<file path="config.mk">
export PLATFORM = sky130hd
export DESIGN_NAME = hinted_first_free_allocator_core
export DESIGN_NICKNAME = d
export VERILOG_FILES = /design/src/hdl/hffa_pkg.sv /design/src/hdl/hffa_ram.sv /design/src/hdl/hinted_first_free_allocator_core.sv
export SDC_FILE = /design/constraint.sdc
export NUM_CORES = 1
export LEC_CHECK = 0
export BUFFER_PORTS_ARGS = -buffer_cell sky130_fd_sc_hd__buf_4
export CORE_MARGIN = 10
export CORE_UTILIZATION = 50
export DETAILED_ROUTE_END_ITERATION = 10
export GPL_TIMING_DRIVEN = 1
export PLACE_DENSITY = 0.74
export SLEW_MARGIN = 15
export SYNTH_ARGS = -nofsm -noshare
export SYNTH_HDL_FRONTEND = slang
export SYNTH_SLANG_ARGS = --single-unit
export TNS_END_PERCENT = 5
</file>
<file path="constraint.sdc">
create_clock -name clk -period 8.9 [get_ports clk]
set_input_delay 0.445 -clock clk [delete_from_list [all_inputs] [get_ports clk]]
set_output_delay 0.445 -clock clk [all_outputs]
set_load 0.05 [all_outputs]
</file>
<file path="src/hdl/hffa_pkg.sv">
`timescale 1ns / 1ps
// ----------------------------------------------------------------------------
// hffa_pkg
// Shared constants for the hinted first-free slot allocator.
// ----------------------------------------------------------------------------
package hffa_pkg;

	localparam int SLOT_W    = 8;                 // slot number width
	localparam int MAX_SLOTS = 255;               // highest slot kept in the bitmap
	localparam int WORD_W    = 32;                // bits per bitmap memory word
	localparam int BIT_W     = $clog2(WORD_W);    // bit index inside a word
	localparam int WORD_CNT  = (1 << SLOT_W) / WORD_W;
	localparam int WADDR_W   = $clog2(WORD_CNT);

	localparam logic [SLOT_W-1:0] SLOT_COUNT_RESET = SLOT_W'(255);
	localparam logic [SLOT_W-1:0] MAX_SLOT_VAL     = SLOT_W'(MAX_SLOTS);

endpackage

</file>
<file path="src/hdl/hffa_ram.sv">
`timescale 1ns / 1ps
// ----------------------------------------------------------------------------
// hffa_ram
// Simple dual-port RAM, one write port, one read port with registered data.
// ----------------------------------------------------------------------------
module hffa_ram #(
	parameter int WIDTH = 32,
	parameter int DEPTH = 8
) (
	input  logic                     clk,
	input  logic                     we,
	input  logic [$clog2(DEPTH)-1:0] waddr,
	input  logic [WIDTH-1:0]         wdata,
	input  logic                     re,
	input  logic [$clog2(DEPTH)-1:0] raddr,
	output logic [WIDTH-1:0]         rdata
);

	logic [WIDTH-1:0] mem [DEPTH];

	always_ff @(posedge clk) begin
		if (we) begin
			mem[waddr] <= wdata;
		end
		if (re) begin
			rdata <= mem[raddr];
		end
	end

endmodule

</file>
<file path="src/hdl/hinted_first_free_allocator_core.sv">
`timescale 1ns / 1ps
// flow: the preferred slot's bitmap word is read first; if that slot is taken,
//   the first-fit scan reads the words from word 0 up, at most all eight
// throughput: one request at a time; the scan reads one 32-bit word per cycle
//   from the single read port of the bitmap memory
// reset: slot_count returns to 255, per-word valid flags clear so every slot
//   reads as free at once, no clearing pass
// ----------------------------------------------------------------------------
// hinted_first_free_allocator_core
// Bitmap slot allocator over slots 1 to slot_count: grants the preferred
// slot when free, else the lowest free slot, and marks the granted slot as used.
// ----------------------------------------------------------------------------
module hinted_first_free_allocator_core (
	input  logic                       clk,
	input  logic                       arst_n,
	input  logic                       cfg_valid,
	output logic                       cfg_ready,
	input  logic [hffa_pkg::SLOT_W-1:0] cfg_data,
	input  logic                       in_valid,
	output logic                       in_stall,
	input  logic [hffa_pkg::SLOT_W-1:0] preferred_slot,
	output logic                       out_valid,
	input  logic                       out_stall,
	output logic                       granted,
	output logic [hffa_pkg::SLOT_W-1:0] slot_number
);
	import hffa_pkg::*;

	localparam logic [1:0] ST_IDLE = 2'd0;
	localparam logic [1:0] ST_HINT = 2'd1;
	localparam logic [1:0] ST_SCAN = 2'd2;
	localparam logic [1:0] ST_DONE = 2'd3;

	logic [1:0]          state_q, state_d;
	logic [SLOT_W-1:0]   slot_count_q;
	logic [SLOT_W-1:0]   want_q;
	logic [SLOT_W-1:0]   limit_q;
	logic [WADDR_W-1:0]  rd_addr_s1;
	logic [WORD_CNT-1:0] word_valid_q;
	logic                res_grant_q, res_grant_d;
	logic [SLOT_W-1:0]   res_slot_q, res_slot_d;
	logic                out_valid_q;
	logic [SLOT_W-1:0]   out_slot_q;
	logic                out_grant_q;

	logic                ram_we, ram_re;
	logic [WADDR_W-1:0]  ram_waddr, ram_raddr;
	logic [WORD_W-1:0]   ram_wdata, ram_rdata;

	logic [WORD_W-1:0]   cur_word, scan_mask, masked;
	logic [BIT_W-1:0]    low_pos;
	logic                hint_free;
	logic                in_acc;

	assign cfg_ready = 1'b1;
	assign in_stall  = (state_q != ST_IDLE);
	assign in_acc    = in_valid && !in_stall;
	assign out_valid   = out_valid_q;
	assign granted     = out_grant_q;
	assign slot_number = out_slot_q;

	hffa_ram #(
		.WIDTH(WORD_W),
		.DEPTH(WORD_CNT)
	) u_map (
		.clk  (clk),
		.we   (ram_we),
		.waddr(ram_waddr),
		.wdata(ram_wdata),
		.re   (ram_re),
		.raddr(ram_raddr),
		.rdata(ram_rdata)
	);

	// a word never written reads as all free while its valid flag is clear
	assign cur_word = word_valid_q[rd_addr_s1] ? ram_rdata : '1;

	always_comb begin
		for (int b = 0; b < WORD_W; b++) begin
			logic [SLOT_W-1:0] s;
			s = {rd_addr_s1, BIT_W'(b)};
			scan_mask[b] = (s != '0) && (s <= limit_q);
		end
	end

	assign masked    = cur_word & scan_mask;
	assign hint_free = (want_q != '0) && (want_q <= limit_q) && cur_word[want_q[BIT_W-1:0]];

	// priority encoder, lowest set bit wins
	always_comb begin
		low_pos = '0;
		for (int i = WORD_W - 1; i >= 0; i--) begin
			if (masked[i]) begin
				low_pos = BIT_W'(i);
			end
		end
	end

	always_comb begin
		state_d     = state_q;
		ram_we      = 1'b0;
		ram_waddr   = rd_addr_s1;
		ram_wdata   = cur_word;
		ram_re      = 1'b0;
		ram_raddr   = '0;
		res_grant_d = res_grant_q;
		res_slot_d  = res_slot_q;
		case (state_q)
			ST_IDLE: begin
				if (in_acc) begin
					ram_re    = 1'b1;
					ram_raddr = preferred_slot[SLOT_W-1:BIT_W];
					state_d   = ST_HINT;
				end
			end
			ST_HINT: begin
				if (hint_free) begin
					ram_we      = 1'b1;
					ram_wdata   = cur_word & ~(WORD_W'(1) << want_q[BIT_W-1:0]);
					res_grant_d = 1'b1;
					res_slot_d  = want_q;
					state_d     = ST_DONE;
				end else begin
					ram_re    = 1'b1;
					ram_raddr = '0;
					state_d   = ST_SCAN;
				end
			end
			ST_SCAN: begin
				if (masked != '0) begin
					ram_we      = 1'b1;
					ram_wdata   = cur_word & ~(WORD_W'(1) << low_pos);
					res_grant_d = 1'b1;
					res_slot_d  = {rd_addr_s1, low_pos};
					state_d     = ST_DONE;
				end else if (rd_addr_s1 == WADDR_W'(WORD_CNT - 1)) begin
					res_grant_d = 1'b0;
					res_slot_d  = '0;
					state_d     = ST_DONE;
				end else begin
					ram_re    = 1'b1;
					ram_raddr = rd_addr_s1 + WADDR_W'(1);
				end
			end
			ST_DONE: begin
				if (!out_valid_q || !out_stall) begin
					state_d = ST_IDLE;
				end
			end
			default: begin
				state_d = ST_IDLE;
			end
		endcase
	end

	always_ff @(posedge clk or negedge arst_n) begin
		if (!arst_n) begin
			state_q      <= ST_IDLE;
			slot_count_q <= SLOT_COUNT_RESET;
			word_valid_q <= '0;
			out_valid_q  <= 1'b0;
		end else begin
			state_q <= state_d;
			if (cfg_valid && cfg_ready) begin
				slot_count_q <= cfg_data;
			end
			if (ram_we) begin
				word_valid_q[ram_waddr] <= 1'b1;
			end
			if (state_q == ST_DONE && (!out_valid_q || !out_stall)) begin
				out_valid_q <= 1'b1;
			end else if (!out_stall) begin
				out_valid_q <= 1'b0;
			end
		end
	end

	always_ff @(posedge clk) begin
		res_grant_q <= res_grant_d;
		res_slot_q  <= res_slot_d;
		if (ram_re) begin
			rd_addr_s1 <= ram_raddr;
		end
		if (in_acc) begin
			want_q  <= preferred_slot;
			limit_q <= (slot_count_q > MAX_SLOT_VAL) ? MAX_SLOT_VAL : slot_count_q;
		end
		if (state_q == ST_DONE && (!out_valid_q || !out_stall)) begin
			out_grant_q <= res_grant_q;
			out_slot_q  <= res_slot_q;
		end
	end

endmodule

</file>
==> impl_metrics.sql <==
INSERT INTO impl_metrics (metric_group, metric, value, unit) VALUES
('routing', 'drc', '0', ''),
('die', 'design.core.area', '32700', 'µm²'),
('clocking', 'hold_buffers', '1', ''),
('min_path', 'min_path_type', 'input pin to flop', ''),
('synth', 'synthTopCellsByArea', 'edfxtp_1 59%, mux2i_1 6.2%, mux2_2 2.8%', ''),
('routing', 'first_iter_violations', '1317', ''),
('sta', 'holdWs', '0.0848', 'ns'),
('sta', 'fin_worst_skew', '0.0124', 'ns'),
('sta', 'timing.max_slew.rel_slack', '26.5', '%'),
('synth', 'synthesis.area_per_instance', '13.2', 'µm²'),
('routing', 'route.vias.total', '11164', ''),
('die', 'fp.dieW', '203', 'µm'),
('clocking', 'cts_tree', 'yes', ''),
('cells_and_area', 'layout_common_cells', '325 x edfxtp_1, 104 x mux2i_1, 103 x nand2_1', ''),
('sta', 'timing.final.hold_violations', '0', ''),
('clocking', 'numClockSinks', '344', ''),
('routing', 'drtPass1Iterations', '6', ''),
('clocking', 'clkTransAtPathRegs', '0.06', 'ns'),
('clocking', 'cts-resized-gates', '0', ''),
('critical_path', 'ff2ff_setup_slack', '3.12', 'ns'),
('clocking', 'worst_skew_pair.late_latency', '0.53', 'ns'),
('critical_path', 'timing.critical_path.from_type', 'flop', ''),
('synth', 'synth.net_count', '1306', ''),
('synth', 'asr_flop_ratio_synth', '5.52', '%'),
('cells_and_area', 'fillers', '2649', ''),
('critical_path', 'required', '9.18', 'ns'),
('place', 'finalWeightedCongestion', '1.00', ''),
('sta', 'worst-slew-pin-transition', '1.10', 'ns'),
('power_and_ir_drop', 'finalPower', '7.28', 'mW'),
('sta', 'max_clock_freq', '0.173', 'GHz'),
('critical_path', 'crit_path_end', 'u_map.rdata[12]', ''),
('clocking', 'post_cts.repair.setup_buffers', '0', ''),
('cells_and_area', 'syn_to_final_growth', '10.4', '%'),
('flow_run', 'maxCapViolCount', '0', ''),
('critical_path', 'worst-path-max-fanout', '105', ''),
('synth', 'synth_sequential_area_ratio', '61.4', '%'),
('synth', 'synth_flop_cell', 'edfxtp_1', ''),
('clocking', 'numCtsBuffers', '36', ''),
('cells_and_area', 'layout_commonest_cell', 'edfxtp_1', ''),
('die', 'starting_utilization_of_the_core_area', '51.0', '%'),
('sta', 'final-setup-viol-count', '0', ''),
('sta', 'setup_repair_after_global_routing_missed_its_margin', 'false', ''),
('sta', 'slew_violations', '0', ''),
('critical_path', 'cp.arrival', '6.06', 'ns'),
('routing', 'drt_antenna_net_count', '0', ''),
('sta', 'fin_setup_tns', '0', 'ns'),
('critical_path', 'reg2reg_to', 'u_map.rdata[12]', ''),
('synth', 'edff_count_synth', '325', ''),
('synth', 'flops_latches_synth', '344', ''),
('power_and_ir_drop', 'vdd_drop_max', '0.000201', 'V'),
('power_and_ir_drop', 'leakage', '6.06', 'nW'),
('sta', 'layout_min_cycle_time', '5.78', 'ns'),
('place', 'hpwl', '27500', 'µm'),
('global_routing', 'grt_pass1_vias', '10787', ''),
('die', 'fp-row-count', '66', ''),
('place', 'io_buffer_count', '31', ''),
('critical_path', 'worstReg2RegStart', 'ram_waddr[1]', ''),
('routing', 'wirelength', '43200', 'µm'),
('critical_path', 'setup.worst_path.start', 'ram_waddr[1]', ''),
('synth', 'synth.distinct_cells', '82', ''),
('routing', 'viasPerCell', '6.39', ''),
('critical_path', 'worst_r2r_path_depth', '11', ''),
('synth', 'syn_area', '16700', 'µm²'),
('cells_and_area', 'antennaDiodeCount', '0', ''),
('critical_path', 'setup.worst_path.class', 'flop to flop', ''),
('status', 'run_status', 'complete, no violations', ''),
('cells_and_area', 'finalNetCount', '1320', ''),
('synth', 'yosysWarningCount', '0', ''),
('synth', 'synthDominantCellAreaShare', '58.5', '%'),
('die', 'num_io_pins', '33', ''),
('global_routing', 'grt.overflow.total', '0', '');
## where the power goes
group | total (mW) | switching [mW] | internal (mW)
Clock | 1.45 | 0.608 | 0.840
Sequential | 2.89 | 0.248 | 2.64
Combinational | 2.94 | 2.07 | 0.870
Total | 7.28 | 2.93 | 4.35
## registers in the layout, summed over array words and instances, names as in the netlist, 3 cells and up
register / flops
ram_waddr: 3
slot_count_q: 8
u_map.rdata: 32
want_q: 8
word_valid_q: 8
res_slot_q: 8
u_map.mem: 256
limit_q: 8
slot_number: 8
## metrics by stage
stage	cell area [µm²]	setup WS [ns]	std cells	utilization, %
global route	18400	2.86	1748	56.3
CTS	18400	3.22	1748	56.3
detailed placement	17300	3.24	1683	52.8
finish	18400	3.12	1748	56.3
floorplan	16700	3.07	1266	-
global placement	17300	3.30	1683	52.8
## cells by family (layout without fill, tap and decap cells)
family | Yosys count | in the layout | share of synthesized area, %
flip-flops | 344 | 344 | 61.4
adder cells (fa/ha/maj) | 19 | 19 | 1.43
AO/OA/AOI/OAI | 322 | 322 | 13.9
AND/OR/NAND/NOR | 323 | 323 | 9.51
multiplexers | 156 | 156 | 10.4
other | 1 | 1 | 0.0225
buffers and inverters | 101 | 141 | 3.28
## layout make-up
class / instances / area, µm² / area share (%)
Clock inverter: 21 / 170 / 0.924
Timing Repair Buffer: 51 / 398 / 2.16
Inverter: 26 / 97.6 / 0.530
Tap cell: 442 / 553 / 3.00
Clock buffer: 43 / 970 / 5.27
Sequential cell: 344 / 10200 / 55.6
Multi-Input combinational cell: 821 / 5980 / 32.5
## Yosys cell counts (8+ instances only)
cell      count
a21oi_1      52
a22oi_1      40
a31oi_1      21
and2_1       14
and3_1       12
buf_2        19
clkbuf_1     38
dfrtp_1      11
dfstp_2       8
edfxtp_1    325
ha_1         19
inv_1        25
mux2_2       41
mux2i_1     104
mux4_2       10
nand2_1     103
nand3_1      21
nor2_1       79
nor2b_1      11
nor3_1       26
o211a_1      32
o21a_1       20
o21ai_0      38
o21bai_1     10
o22ai_1      10
o31ai_1      20
or3_1         8
## worst max-delay path, stage by stage (launching register included)
cell       delay (ns)
edfxtp_1         0.63
ha_1             0.51
nand4b_1         0.50
and3_1           0.48
a32oi_1          0.32
o2bb2ai_1        0.15
or4bb_1          0.58
nor2_1           0.43
a32o_4           0.62
buf_12           0.60
mux2_2           0.42
o211a_1          0.22
## metal layers
layer	routed length [µm]	track usage, %	up-vias
met3	3690	3.34	82
met4	1050	6.42	0
met1	17900	27.7	5566
met2	20600	33.4	539
li1	-	-	4977
met5	0	0	-
## how the worst min path moves through the flow
stage / start / endpoint / slack (ns) / cells past startpoint
6_report: preferred_slot[3] / want_q[3] / 0.08 / 1
2_1_floorplan: arst_n / out_valid / 0.15 / 0
3_3_place_gp: arst_n / word_valid_q[0] / 0.34 / 1
5_1_grt: preferred_slot[3] / want_q[3] / 0.07 / 1
4_1_cts: preferred_slot[3] / want_q[3] / 0.06 / 1
3_5_place_dp: arst_n / word_valid_q[2] / 0.35 / 1
No activity file was read; power rests on OpenSTA's default activity.
